[config.mk]
export PLATFORM = sky130hd
export DESIGN_NAME = hff_cell
export DESIGN_NICKNAME = d
export VERILOG_FILES = /design/src/rtl/core/hff_pkg.sv /design/src/rtl/core/hff_cell.sv
export SDC_FILE = /design/constraint.sdc
export NUM_CORES = 1
export LEC_CHECK = 0
export BUFFER_PORTS_ARGS = -buffer_cell sky130_fd_sc_hd__buf_2
export CORE_MARGIN = 8
export CORE_UTILIZATION = 37
export CTS_CLUSTER_SIZE = 8
export DETAILED_ROUTE_END_ITERATION = 6
export PLACE_DENSITY_LB_ADDON = 0.15
export SLEW_MARGIN = 20
export SYNTH_ARGS = -nofsm -noshare
export SYNTH_HDL_FRONTEND = slang
export SYNTH_SLANG_ARGS = --single-unit
[constraint.sdc]
create_clock -name aclk -period 0.8 [get_ports aclk]
set_input_delay 0.08 -clock aclk [delete_from_list [all_inputs] [get_ports aclk]]
set_output_delay 0.08 -clock aclk [all_outputs]
set_load 0.05 [all_outputs]
[src/rtl/core/hff_pkg.sv]
// Shared types, widths and command codes of the HMM forward filter.
`default_nettype none
package hff_pkg;
    localparam int NUM_STATES  = 8;
    localparam int NUM_SYMBOLS = 16;

    localparam int PROB_W = 17;
    localparam int ST_W   = $clog2(NUM_STATES);
    localparam int TA_W   = $clog2(NUM_STATES * NUM_STATES);
    localparam int EA_W   = $clog2(NUM_STATES * NUM_SYMBOLS);
    // sum of NUM_STATES products, each up to 2^32
    localparam int ACC_W  = 33 + ST_W;
    localparam int LO_W   = 18;
    localparam int HI_W   = ACC_W - LO_W;
    localparam int C_W    = ACC_W + ST_W;
    localparam int LIK_W  = 33;

    localparam logic [PROB_W-1:0] PROB_ONE = PROB_W'(65536);
    localparam logic [LIK_W-1:0]  LIK_ONE  = {1'b1, 32'd0};

    typedef enum logic [2:0] {
        CMD_LOAD_TRANS = 3'd0,
        CMD_LOAD_EMIS  = 3'd1,
        CMD_LOAD_INIT  = 3'd2,
        CMD_OBSERVE    = 3'd3,
        CMD_RESTART    = 3'd4
    } cmd_t;
endpackage
`default_nettype wire

[src/rtl/core/hff_cell.sv]
// One cell of the filter chain: holds one filter value and one unnormalized z.
`default_nettype none
module hff_cell (
    input  wire logic                        aclk,
    input  wire logic                        f_clr,
    input  wire logic                        f_shift,
    input  wire logic [hff_pkg::PROB_W-1:0]  f_in,
    output logic      [hff_pkg::PROB_W-1:0]  f_out,
    input  wire logic                        z_shift,
    input  wire logic [hff_pkg::ACC_W-1:0]   z_in,
    output logic      [hff_pkg::ACC_W-1:0]   z_out
);
    import hff_pkg::*;

    logic [PROB_W-1:0] f_reg;
    logic [ACC_W-1:0]  z_reg;

    // filter value: cleared on restart, shifted toward the head; z value shifted on z_shift
    always_ff @(posedge aclk) begin
        if (f_clr) begin
            f_reg <= '0;
        end else if (f_shift) begin
            f_reg <= f_in;
        end
        if (z_shift) begin
            z_reg <= z_in;
        end
    end

    assign f_out = f_reg;
    assign z_out = z_reg;
endmodule
`default_nettype wire

==> metrics.md, run 1 <==
| Metric | Value |
|---|---|
| Min Hold Slack | `0.0117 ns` |
| Nets@finish | `302` |
| Root buf cell | `clkbuf_8` |
| Worst min-delay path category | `in -> reg` |
| Initial antenna violation count | `0` |
| Highest routed layer | `met4` |
| Synth Register Bits | `53` |
| Share of the synthesized area in the top cell type | `63.8%` |
| Final setup fails | `53` |
| Synth Area in Compound Gates | `0%` |
| Final hold vios | `0` |
| Post-Synth XOR/XNOR Area | `0%` |
| Clock Skew | `0 ns` |
| Maximum clock frequency | `1010 MHz` |
| Area leader, netlist | `edfxtp_1` |
| Slew Limit Fails | `0` |
| Initial DRC Count | `59` |
| PwrDens | `2080 nW/um^2` |
| Metal1 wirelength | `1.95 mm` |
| Most frequent cells in the layout | `buf_2, buf_6, dlygate4sd3_1, edfxtp_1` |
| Crit start category | `register` |
| Worst-path clk slew | `0.10 ns` |
| Initial DRT Pass Iterations | `4` |
| Layout cell share with drive strength beyond 1 | `56.5%` |
| Core area | `4380 um^2` |
| Via count | `1297` |
| Die area | `7000 um^2` |
| CTS tree | `built` |
| Failing checks | `setup timing` |
| Flop2flop setup slack | `0.05 ns` |
| Simple-gate area share of the yosys netlist | `3.76%` |
| Routed wl met2 | `2.59 mm` |
| Synthesized-area fraction occupied by adder cells | `0%` |
| Clock Sinks | `53` |
| Drt total wl | `5.07 mm` |
| Filler instances | `259` |
| Mapped Area | `1700 um^2` |
| Area contributors post-synth | `edfxtp_1, dfxtp_1, mux2i_1, nor2_1, buf_12` |
| Largest family of logic cells by synthesized area | `multiplexers` |
| RSZ-0062 raised after global routing | `true` |
| Crit share post-route | `124%` |
| Largest net degree at the start of global routing | `24` |
| CTS Buffer Depth | `2` |
| Total grt overflow | `0` |
| Max VDD drop | `0.00112 V` |
| Placed wire-length estimate | `3.31 mm` |
| CP endpoint | `z_out[1]` |
| Worst skew pair latency | `0.30 ns` |
| # H-tree levels | `2` |
| Antenna cells | `0` |
| Syn. warnings | `0` |
| Slowest CP cell | `edfxtp_1` |
| Final min period | `0.992 ns` |
| Crit Reg-Reg Startpoint | `f_out[5]$_SDFFE_PP0P_` |
| Leakage | `1.45 nW` |
| Die X | `83.7 um` |
| Pre-CTS setup slack | `0.0441 ns` |
| Arrival time at the worst endpoint | `0.91 ns` |
| Tot GR Track Use | `14.1%` |
| Crit path cell chain | `buf_6` |
| Post-Syn Instances | `91` |
| DRC violations left | `0` |
| Post-synthesis sequential area ratio | `83.8%` |
| Critical path type | `reg -> out` |
| Worst Setup End Kind | `output port` |
| IO Pins | `110` |
| Worst Path Required | `0.72 ns` |
| Relative slew slack | `81.3%` |
| WL met3 | `464 um` |
| Critical Path Fanout Max | `1` |
| Final ANT Viol Nets | `0` |
| First-pass GRT wire length | `7.75 mm` |
| Mux contribution to synthesized area | `10.0%` |
| Commonest non-fill, non-tap cell in the layout | `buf_2` |
| Max Cap Viol | `0` |
| Number of CTS-inserted buffers | `5` |
| Die height | `83.7 um` |
| Status | `finished with violations` |
| Critical path depth | `1` |
| Worst Max-Slew Pin Slew | `0.281 ns` |
| Hold path startpoint | `f_in[1]` |
| Via/cell ratio | `4.35` |
| Rows | `24` |
| Initial Util | `38.7%` |
| Final worst slack | `-0.192 ns` |
| Port bufs | `109` |
| DR WL/cell | `17.0 um` |
| Area growth syn-to-layout | `91.7%` |
| Multi-input gate area | `234 um^2` |
| Vias in the first global route | `1457` |
| GPL Wtd Cong | `0.672` |
| Crit-path max cell delay | `0.43 ns` |
| Family with the most delay on the worst path | `flip-flops` |
| Reg-to-reg endpoint | `f_out[5]$_SDFFE_PP0P_` |
| Cell count of the worst reg-to-reg path | `3` |
| Synth unique cells | `8` |
| Mean post-synth cell area | `18.6 um^2` |
| Synth Net Count | `148` |
| Storage element area | `1440 um^2` |
| Setup crit start | `z_out[1]$_DFFE_PP_` |
| Crit path buf inv count | `1` |
sequential cells by signal (all words and copies together) (netlist names):
register,flops
f_out,17
z_out,36
per-layer routing:
metal,vias up,GRT usage (%)
li1,632,-
met4,0,3.92
met5,-,0
met1,587,15.0
met2,72,24.0
met3,6,6.84
report_power, final:
part	internal, mW	switching (mW)	total, mW	leakage (nW)
clock	1.02	0.836	1.86	0.0585
sequential	3.15	0.118	3.27	0.499
combinational	0.698	0.946	1.64	0.888
how the worst min path moves through the flow:
| stage | to | cells after the start | slack, ns |
|---|---|---|---|
| 2_1_floorplan | z_out[0]$_DFFE_PP_ | 0 | 0.18 |
| 3_3_place_gp | z_out[19]$_DFFE_PP_ | 1 | 0.26 |
| 3_5_place_dp | z_out[31]$_DFFE_PP_ | 1 | 0.26 |
| 4_1_cts | f_out[12]$_SDFFE_PP0P_ | 3 | 0.005 |
| 5_1_grt | f_out[16]$_SDFFE_PP0P_ | 3 | 0.006 |
| 6_report | f_out[1]$_SDFFE_PP0P_ | 3 | 0.01 |
synth_stat cells:
master    instances
buf_2             1
edfxtp_1         36
mux2i_1          17
nor2_1           17
dfxtp_1          17
buf_6             1
buf_12            1
clkbuf_1          1
metrics by stage:
| stage | power, mW | cells | instance area (um^2) | util, % | setup TNS [ns] |
|---|---|---|---|---|---|
| after floorplan | 4.09 | 91 | 1720 | - | 0 |
| after global placement | 4.46 | 251 | 2350 | 53.5 | 0 |
| after detailed placement | 4.48 | 251 | 2350 | 53.5 | 0 |
| after CTS | 6.78 | 298 | 3240 | 73.9 | -6.75 |
| after global routing | 7.03 | 298 | 3250 | 74.1 | -8.59 |
| final | 6.77 | 298 | 3250 | 74.1 | -6.58 |
cell type report:
type	count	area share, %
multi-input combinational	34	7.20
clock inverter	1	0.924
timing repair buffer	151	42.8
tap	52	2.00
clock buffer	7	2.66
sequential	53	44.4
cells by family after synthesis:
group / after synthesis
mux: 17
simple gates: 17
buf+inv: 4
flops: 53
repair_timing:
item | 4_1_cts | 5_1_grt
gates cloned | 0 | 0
endpoints found under the hold margin | 36 | 0
gates resized for setup | 122 | 3
setup endpoints to repair | 53 | 55
hold buffers | 36 | 0
setup buffers | 3 | 0
pin swaps | 0 | 2
Note: power is estimated with default switching activity, not from simulation.
==> run 2: changes to the inputs <==
--- a/config.mk
+++ b/config.mk
@@ -5,9 +5,11 @@
 export SDC_FILE = /design/constraint.sdc
 export NUM_CORES = 1
 export LEC_CHECK = 0
-export BUFFER_PORTS_ARGS = -buffer_cell sky130_fd_sc_hd__buf_2
+export BUFFER_PORTS_ARGS = -buffer_cell sky130_fd_sc_hd__buf_4
+export CAP_MARGIN = 40
 export CORE_MARGIN = 8
 export CORE_UTILIZATION = 37
+export CTS_CLUSTER_DIAMETER = 120
 export CTS_CLUSTER_SIZE = 8
 export DETAILED_ROUTE_END_ITERATION = 6
 export PLACE_DENSITY_LB_ADDON = 0.15
==> run 2 against run 1 <==
The run still ends with setup timing left. Utilization rose by 2.2 points. Sequential power barely moved. Clock power fell by 22%. Combinational power rose by 5%. Worst setup slack improved by 0.0070 ns. Maximum frequency rose by 0.71%. Hold slack improved by 0.0040 ns. Total power fell by 4.8%. Cell count did not move. Sequential share of layout area fell by 1.3 points. Largest cell class is now non-clock buffers.
==> metrics.md, run 2 (synthesis gave the netlist of run 1 again) <==
| Metric | Value |
|---|---|
| IO Pins | `110` |
| Worst skew pair latency | `0.29 ns` |
| Final min period | `0.985 ns` |
| Clock Skew | `0 ns` |
| Switch Pwr | `1.91 mW` |
| WL met3 | `469 um` |
| Initial antenna violation count | `1` |
| Total chip power | `6.45 mW` |
| Most frequent cells in the layout | `buf_4, buf_6, dlygate4sd3_1, edfxtp_1` |
| Worst Path Required | `0.72 ns` |
| Slew Limit Fails | `0` |
| # H-tree levels | `2` |
| Critical path type | `reg -> out` |
| Final hold vios | `0` |
| Via/cell ratio | `4.56` |
| Cell count of the worst reg-to-reg path | `3` |
| Initial Util | `38.7%` |
| Die height | `83.7 um` |
| Layout cell share with drive strength beyond 1 | `56.7%` |
| Via count | `1358` |
| DRC violations left | `0` |
| Total grt overflow | `0` |
| Crit path buf inv count | `1` |
| Max VDD drop | `0.00112 V` |
| Initial DRC Count | `63` |
| RSZ-0062 raised after global routing | `true` |
| Core area | `4380 um^2` |
| Drt total wl | `5.52 mm` |
| Family with the most delay on the worst path | `flip-flops` |
| Crit-path max cell delay | `0.43 ns` |
| Multi-input gate area | `241 um^2` |
| Highest routed layer | `met4` |
| Crit path cell chain | `buf_6` |
| GPL Wtd Cong | `0.671` |
| Final setup fails | `53` |
| Status | `finished with violations` |
| Tot GR Track Use | `15.3%` |
| Failing checks | `setup timing` |
| Port bufs | `109` |
| Commonest non-fill, non-tap cell in the layout | `buf_4` |
| Worst Setup End Kind | `output port` |
| Worst min-delay path category | `in -> reg` |
| Max Cap Viol | `0` |
| Largest register FFs | `36` |
| Vias in the first global route | `1590` |
| Final ANT Viol Nets | `0` |
| Clock Sinks | `53` |
| Setup_tns | `-6.33 ns` |
| Die X | `83.7 um` |
| Register share of total power | `50.7%` |
| Maximum clock frequency | `1020 MHz` |
| Net Sw Frac | `29.6%` |
| Pre-CTS setup slack | `0.0173 ns` |
| Metal1 wirelength | `1.91 mm` |
| Critical Path Fanout Max | `1` |
| First-pass GRT wire length | `8.42 mm` |
| Final worst slack | `-0.185 ns` |
| Crit start category | `register` |
| Placed wire-length estimate | `3.53 mm` |
| DR WL/cell | `18.5 um` |
| Filler instances | `270` |
| Area growth syn-to-layout | `97.4%` |
| Area after DPL | `2600 um^2` |
| Largest net degree at the start of global routing | `20` |
| Root buf cell | `clkbuf_8` |
| Worst-path clk slew | `0.09 ns` |
| Initial DRT Pass Iterations | `4` |
| Leakage | `1.46 nW` |
| Number of CTS-inserted buffers | `5` |
| CTS tree | `built` |
| Rows | `24` |
| CTS Buffer Depth | `2` |
| Arrival time at the worst endpoint | `0.91 ns` |
| Critical path depth | `1` |
| Nets@finish | `301` |
| Storage element area | `1440 um^2` |
| Clk pwr share | `22.5%` |
| Slowest CP cell | `edfxtp_1` |
| Min Hold Slack | `0.0157 ns` |
| Crit share post-route | `123%` |
| Relative slew slack | `80.4%` |
| Routed wl met2 | `3.10 mm` |
| Die area | `7000 um^2` |
| PwrDens | `1930 nW/um^2` |
| Design area | `3350 um^2` |
| Combinational share of power | `26.8%` |
| Worst Max-Slew Pin Slew | `0.294 ns` |
| Hold depth | `3` |
| Pint | `4.54 mW` |
[run 2: cell count changes in the layout (fill, tap and decap cells not counted), moves of 2 or more]
cell | before | now
buf_2 | 56 | 0
buf_4 | 1 | 57
mux2i_1 | 17 | 15
mux2i_2 | 0 | 2
[run 2: what timing repair did]
action	CTS	global route
pin swaps	0	2
setup buffers	2	1
hold buffers	36	0
resized for setup	67	7
endpoints found under the setup margin	53	54
endpoints found under the hold margin	36	0
[run 2: worst paths after layout]
| path | slack (ns) | to | from |
|---|---|---|---|
| setup / recovery | -0.19 | z_out[15] | z_out[15]$_DFFE_PP_ |
| hold / removal | 0.02 | f_out[1]$_SDFFE_PP0P_ | f_in[1] |
| setup reg to reg | 0.03 | f_out[15]$_SDFFE_PP0P_ | f_out[15]$_SDFFE_PP0P_ |
| hold reg to reg | 0.52 | f_out[1]$_SDFFE_PP0P_ | f_out[1]$_SDFFE_PP0P_ |
[run 2: layout make-up]
cell class / count / share of cell area [%]
clock buffer: 7 / 2.28
sequential: 53 / 43.1
tap: 52 / 1.94
clock inverter: 1 / 0.224
multi-input combinational: 34 / 7.21
timing repair buffer: 150 / 45.2
antenna: 1 / 0.0748
[run 2: stage by stage]
step	utilization (%)	std cells
CTS	75.5	296
detailed placement	59.3	250
global placement	59.3	250
finish	76.3	298
floorplan	-	91
global route	76.3	298
[run 2: power by group through the flow]
| stage | Sequential, mW | Clock [mW] | Combinational, mW |
|---|---|---|---|
| 2_1_floorplan | 3.97 | 0 | 0.114 |
| 3_3_place_gp | 3.27 | 0 | 1.38 |
| 3_5_place_dp | 3.27 | 0 | 1.40 |
| 4_1_cts | 3.26 | 1.49 | 1.70 |
| 5_1_grt | 3.29 | 1.62 | 1.79 |
| 6_report | 3.27 | 1.45 | 1.73 |
[run 2: layer usage]
layer  GRT usage, %  vias to the layer above
met5              0                        -
met4           4.08                        0
met3           7.42                        4
met2           28.1                       73
met1           14.6                      653
li1               -                      628
==> run 3: changes to the inputs <==
--- a/config.mk
+++ b/config.mk
@@ -5,13 +5,13 @@
 export SDC_FILE = /design/constraint.sdc
 export NUM_CORES = 1
 export LEC_CHECK = 0
-export BUFFER_PORTS_ARGS = -buffer_cell sky130_fd_sc_hd__buf_4
 export CAP_MARGIN = 40
 export CORE_MARGIN = 8
-export CORE_UTILIZATION = 37
+export CORE_UTILIZATION = 51
 export CTS_CLUSTER_DIAMETER = 120
 export CTS_CLUSTER_SIZE = 8
 export DETAILED_ROUTE_END_ITERATION = 6
+export DONT_BUFFER_PORTS = 1
 export PLACE_DENSITY_LB_ADDON = 0.15
 export SLEW_MARGIN = 20
 export SYNTH_ARGS = -nofsm -noshare
==> run 3 against run 2 <==
The run now fails in 4_1_cts. Synthesized cell count is the same. Synthesized area is the same.
==> metrics.md, run 3 <==
| Metric | Value |
|---|---|
| Area after DPL | `2580 um^2` |
| Placed insts | `186` |
| Mapped Area | `1700 um^2` |
| Post-Syn Instances | `91` |
| # H-tree levels | `2` |
| GPL Wtd Cong | `0.655` |
| PostCTS Resize Cnt | `33` |
| Number of CTS-inserted buffers | `5` |
| Predominant post-synthesis flop cell | `edfxtp_1` |
| Most common library cells after synthesis | `edfxtp_1, dfxtp_1, mux2i_1, nor2_1` |
| Placed wire-length estimate | `3.58 mm` |
| Clock Sinks | `53` |
| Share of the synthesized area in the top cell type | `63.8%` |
| Number of synthesized flops with an enable pin | `36` |
| Pre-CTS setup slack | `0.130 ns` |
| Last stage | `4_1_cts` |
| Status | `stopped before the end` |
| CTS Buffer Depth | `2` |
| Tool error | `[ERROR DPL-0038] Utilization greater than 100%, impossible to legalize` |
| Root buf cell | `clkbuf_4` |
| Initial Util | `52.0%` |
| IO Pins | `110` |
| Area contributors post-synth | `edfxtp_1, dfxtp_1, mux2i_1, nor2_1, buf_12` |
| CTS Hold Bufs | `54` |
| Post-synth ARST share | `0%` |
| Post-CTS setup buffers | `1` |
| Syn. warnings | `0` |
| Port bufs | `0` |
| Rows | `21` |
| Post-synthesis sequential area ratio | `83.8%` |
| Top-count cell post-synth | `edfxtp_1` |
| Area leader, netlist | `edfxtp_1` |
| Mean post-synth cell area | `18.6 um^2` |
| Die X | `73.7 um` |
| Synth Register Bits | `53` |
| Synth unique cells | `8` |
| Synth Net Count | `148` |
| Die height | `73.7 um` |
-- run 3: cell counts after synthesis --
No cell type changed its count.
-- run 3: stage by stage --
step                      hold slack, ns  util [%]
after detailed placement           0.150      79.3
after global placement             0.147      79.3
after floorplan                    0.179         -
-- run 3: cell families after synthesis --
logic type,synth area share (%)
buffers and inverters,2.36
flip-flops,83.8
multiplexers,10.0
AND/OR/NAND/NOR,3.76
==> run 4: changes to the inputs <==
--- a/config.mk
+++ b/config.mk
@@ -7,9 +7,7 @@
 export LEC_CHECK = 0
 export CAP_MARGIN = 40
 export CORE_MARGIN = 8
-export CORE_UTILIZATION = 51
-export CTS_CLUSTER_DIAMETER = 120
-export CTS_CLUSTER_SIZE = 8
+export CORE_UTILIZATION = 36
 export DETAILED_ROUTE_END_ITERATION = 6
 export DONT_BUFFER_PORTS = 1
 export PLACE_DENSITY_LB_ADDON = 0.15
==> constraint.sdc (replaced) <==
create_clock -name aclk -period 1 [get_ports aclk]
set_input_delay 0.1 -clock aclk [delete_from_list [all_inputs] [get_ports aclk]]
set_output_delay 0.1 -clock aclk [all_outputs]
set_load 0.05 [all_outputs]
==> run 4 against run 3 <==
The flow now finishes, with violations (hold timing).
==> metrics.md, run 4 (synthesis gave the netlist of run 1 again) <==
| Metric | Value |
|---|---|
| Crit path cell chain | `buf_6` |
| Critical Path Fanout Max | `1` |
| Via count | `1128` |
| Die X | `84.6 um` |
| Most frequent cells in the layout | `dlygate4sd3_1, edfxtp_1, buf_4, buf_6` |
| Final Core Density | `61.6%` |
| Metal1 wirelength | `1.62 mm` |
| Initial Util | `36.6%` |
| Worst skew pair latency | `0.29 ns` |
| Failing checks | `hold timing` |
| Post-CTS setup buffers | `0` |
| Final ANT Viol Nets | `0` |
| RSZ-0062 raised after global routing | `true` |
| IO Pins | `110` |
| Min Hold Slack | `-0.0797 ns` |
| Initial DRT Pass Iterations | `4` |
| Commonest non-fill, non-tap cell in the layout | `dlygate4sd3_1` |
| Finished Layout Cells | `256` |
| Combinational share of power | `21.8%` |
| Worst Max-Slew Pin Slew | `0.590 ns` |
| Final min period | `0.972 ns` |
| First-pass GRT wire length | `6.60 mm` |
| Crit start category | `register` |
| Worst-path clk slew | `0.08 ns` |
| DRC violations left | `0` |
| Hold path startpoint | `z_shift` |
| Largest register FFs | `36` |
| Routed wl met2 | `2.01 mm` |
| Pre-CTS setup slack | `0.329 ns` |
| Crit Reg-Reg Startpoint | `f_out[9]$_SDFFE_PP0P_` |
| Clock Sinks | `53` |
| DR WL/cell | `16.2 um` |
| WL met3 | `474 um` |
| Vias in the first global route | `1249` |
| Critical path type | `reg -> out` |
| Register share of total power | `51.3%` |
| PwrDens | `1760 nW/um^2` |
| Setup crit start | `z_out[35]$_DFFE_PP_` |
| CTS Hold Bufs | `54` |
| Status | `finished with violations` |
| Slowest CP cell | `edfxtp_1` |
| Crit share post-route | `97.2%` |
| Largest net degree at the start of global routing | `37` |
| Final setup fails | `0` |
| Drt total wl | `4.14 mm` |
| Initial DRC Count | `26` |
| Arrival time at the worst endpoint | `0.87 ns` |
| Net Sw Frac | `27.1%` |
| Initial antenna violation count | `0` |
| CTS Buffer Depth | `2` |
| Nets@finish | `258` |
| Family with the most delay on the worst path | `flip-flops` |
| Core area | `4630 um^2` |
| Max VDD drop | `0.000950 V` |
| Max Cap Viol | `0` |
| Placed insts | `194` |
| Area growth syn-to-layout | `68.3%` |
| Critical path depth | `1` |
| Crit path buf inv count | `1` |
| Reg-to-reg endpoint | `f_out[9]$_SDFFE_PP0P_` |
| CP endpoint | `z_out[35]` |
| GPL Wtd Cong | `0.656` |
| Pint | `3.66 mW` |
| Die height | `84.6 um` |
| # H-tree levels | `2` |
| Port bufs | `0` |
| Switch Pwr | `1.36 mW` |
| Worst Setup End Kind | `output port` |
| Placed wire-length estimate | `2.95 mm` |
| Via/cell ratio | `4.41` |
| Layout cell share with drive strength beyond 1 | `29.2%` |
| Cell count of the worst reg-to-reg path | `2` |
| Total grt overflow | `0` |
| CTS tree | `built` |
| Relative slew slack | `60.6%` |
| Tot GR Track Use | `11.6%` |
| Maximum clock frequency | `1030 MHz` |
| Antenna cells | `0` |
| Flop2flop setup slack | `0.34 ns` |
| Worst Path Required | `0.90 ns` |
| Final hold vios | `53` |
| Leakage | `1.20 nW` |
| Clk pwr share | `26.9%` |
| Worst min-delay path category | `in -> reg` |
| Number of CTS-inserted buffers | `5` |
| Slew Limit Fails | `0` |
| Root buf cell | `clkbuf_8` |
| Clock Skew | `0 ns` |
| Rows | `25` |
| Die area | `7160 um^2` |
| Crit-path max cell delay | `0.41 ns` |
| Highest routed layer | `met4` |
| Final worst slack | `0.0284 ns` |
-- run 4: what timing repair did --
action | 4_1_cts | 5_1_grt
gates resized for setup | 1 | 22
endpoints found under the hold margin | 89 | 51
endpoints found under the setup margin | 1 | 39
-- run 4: how the worst min path moves through the flow --
stage,cells past startpoint,end
finish,0,z_out[31]$_DFFE_PP_
global route,0,z_out[0]$_DFFE_PP_
CTS,0,z_out[33]$_DFFE_PP_
detailed placement,1,f_out[3]$_SDFFE_PP0P_
global placement,1,f_out[4]$_SDFFE_PP0P_
floorplan,0,z_out[0]$_DFFE_PP_
-- run 4: area by class of cell --
type / count / area [um^2]
Sequential cell: 53 / 1420
Timing Repair Buffer: 107 / 1020
Clock inverter: 2 / 33.8
Tap cell: 54 / 67.6
Fill cell: 339 / 1780
Multi-Input combinational cell: 34 / 234
Clock buffer: 6 / 72.6
-- run 4: per-layer routing --
layer  global-route usage [%]  vias to the layer above
met1                     12.5                      509
met4                     2.91                        0
li1                         -                      542
met2                     19.0                       72
met5                        0                        -
met3                     6.73                        5
-- run 4: per-stage QoR --
| step | setup TNS [ns] | total power, mW | cell area, um^2 |
|---|---|---|---|
| after floorplan | 0 | 3.26 | 1700 |
| after global placement | 0 | 3.48 | 2120 |
| after detailed placement | 0 | 3.49 | 2120 |
| after CTS | 0 | 5.06 | 2770 |
| after global routing | -0.0617 | 5.22 | 2850 |
| final | 0 | 5.02 | 2850 |
-- run 4: power by group through the flow --
stage,registers (mW),clock network (mW),logic (mW)
finish,2.58,1.35,1.10
global route,2.59,1.48,1.14
CTS,2.56,1.43,1.06
detailed placement,2.61,0,0.876
global placement,2.61,0,0.873
floorplan,3.17,0,0.0915
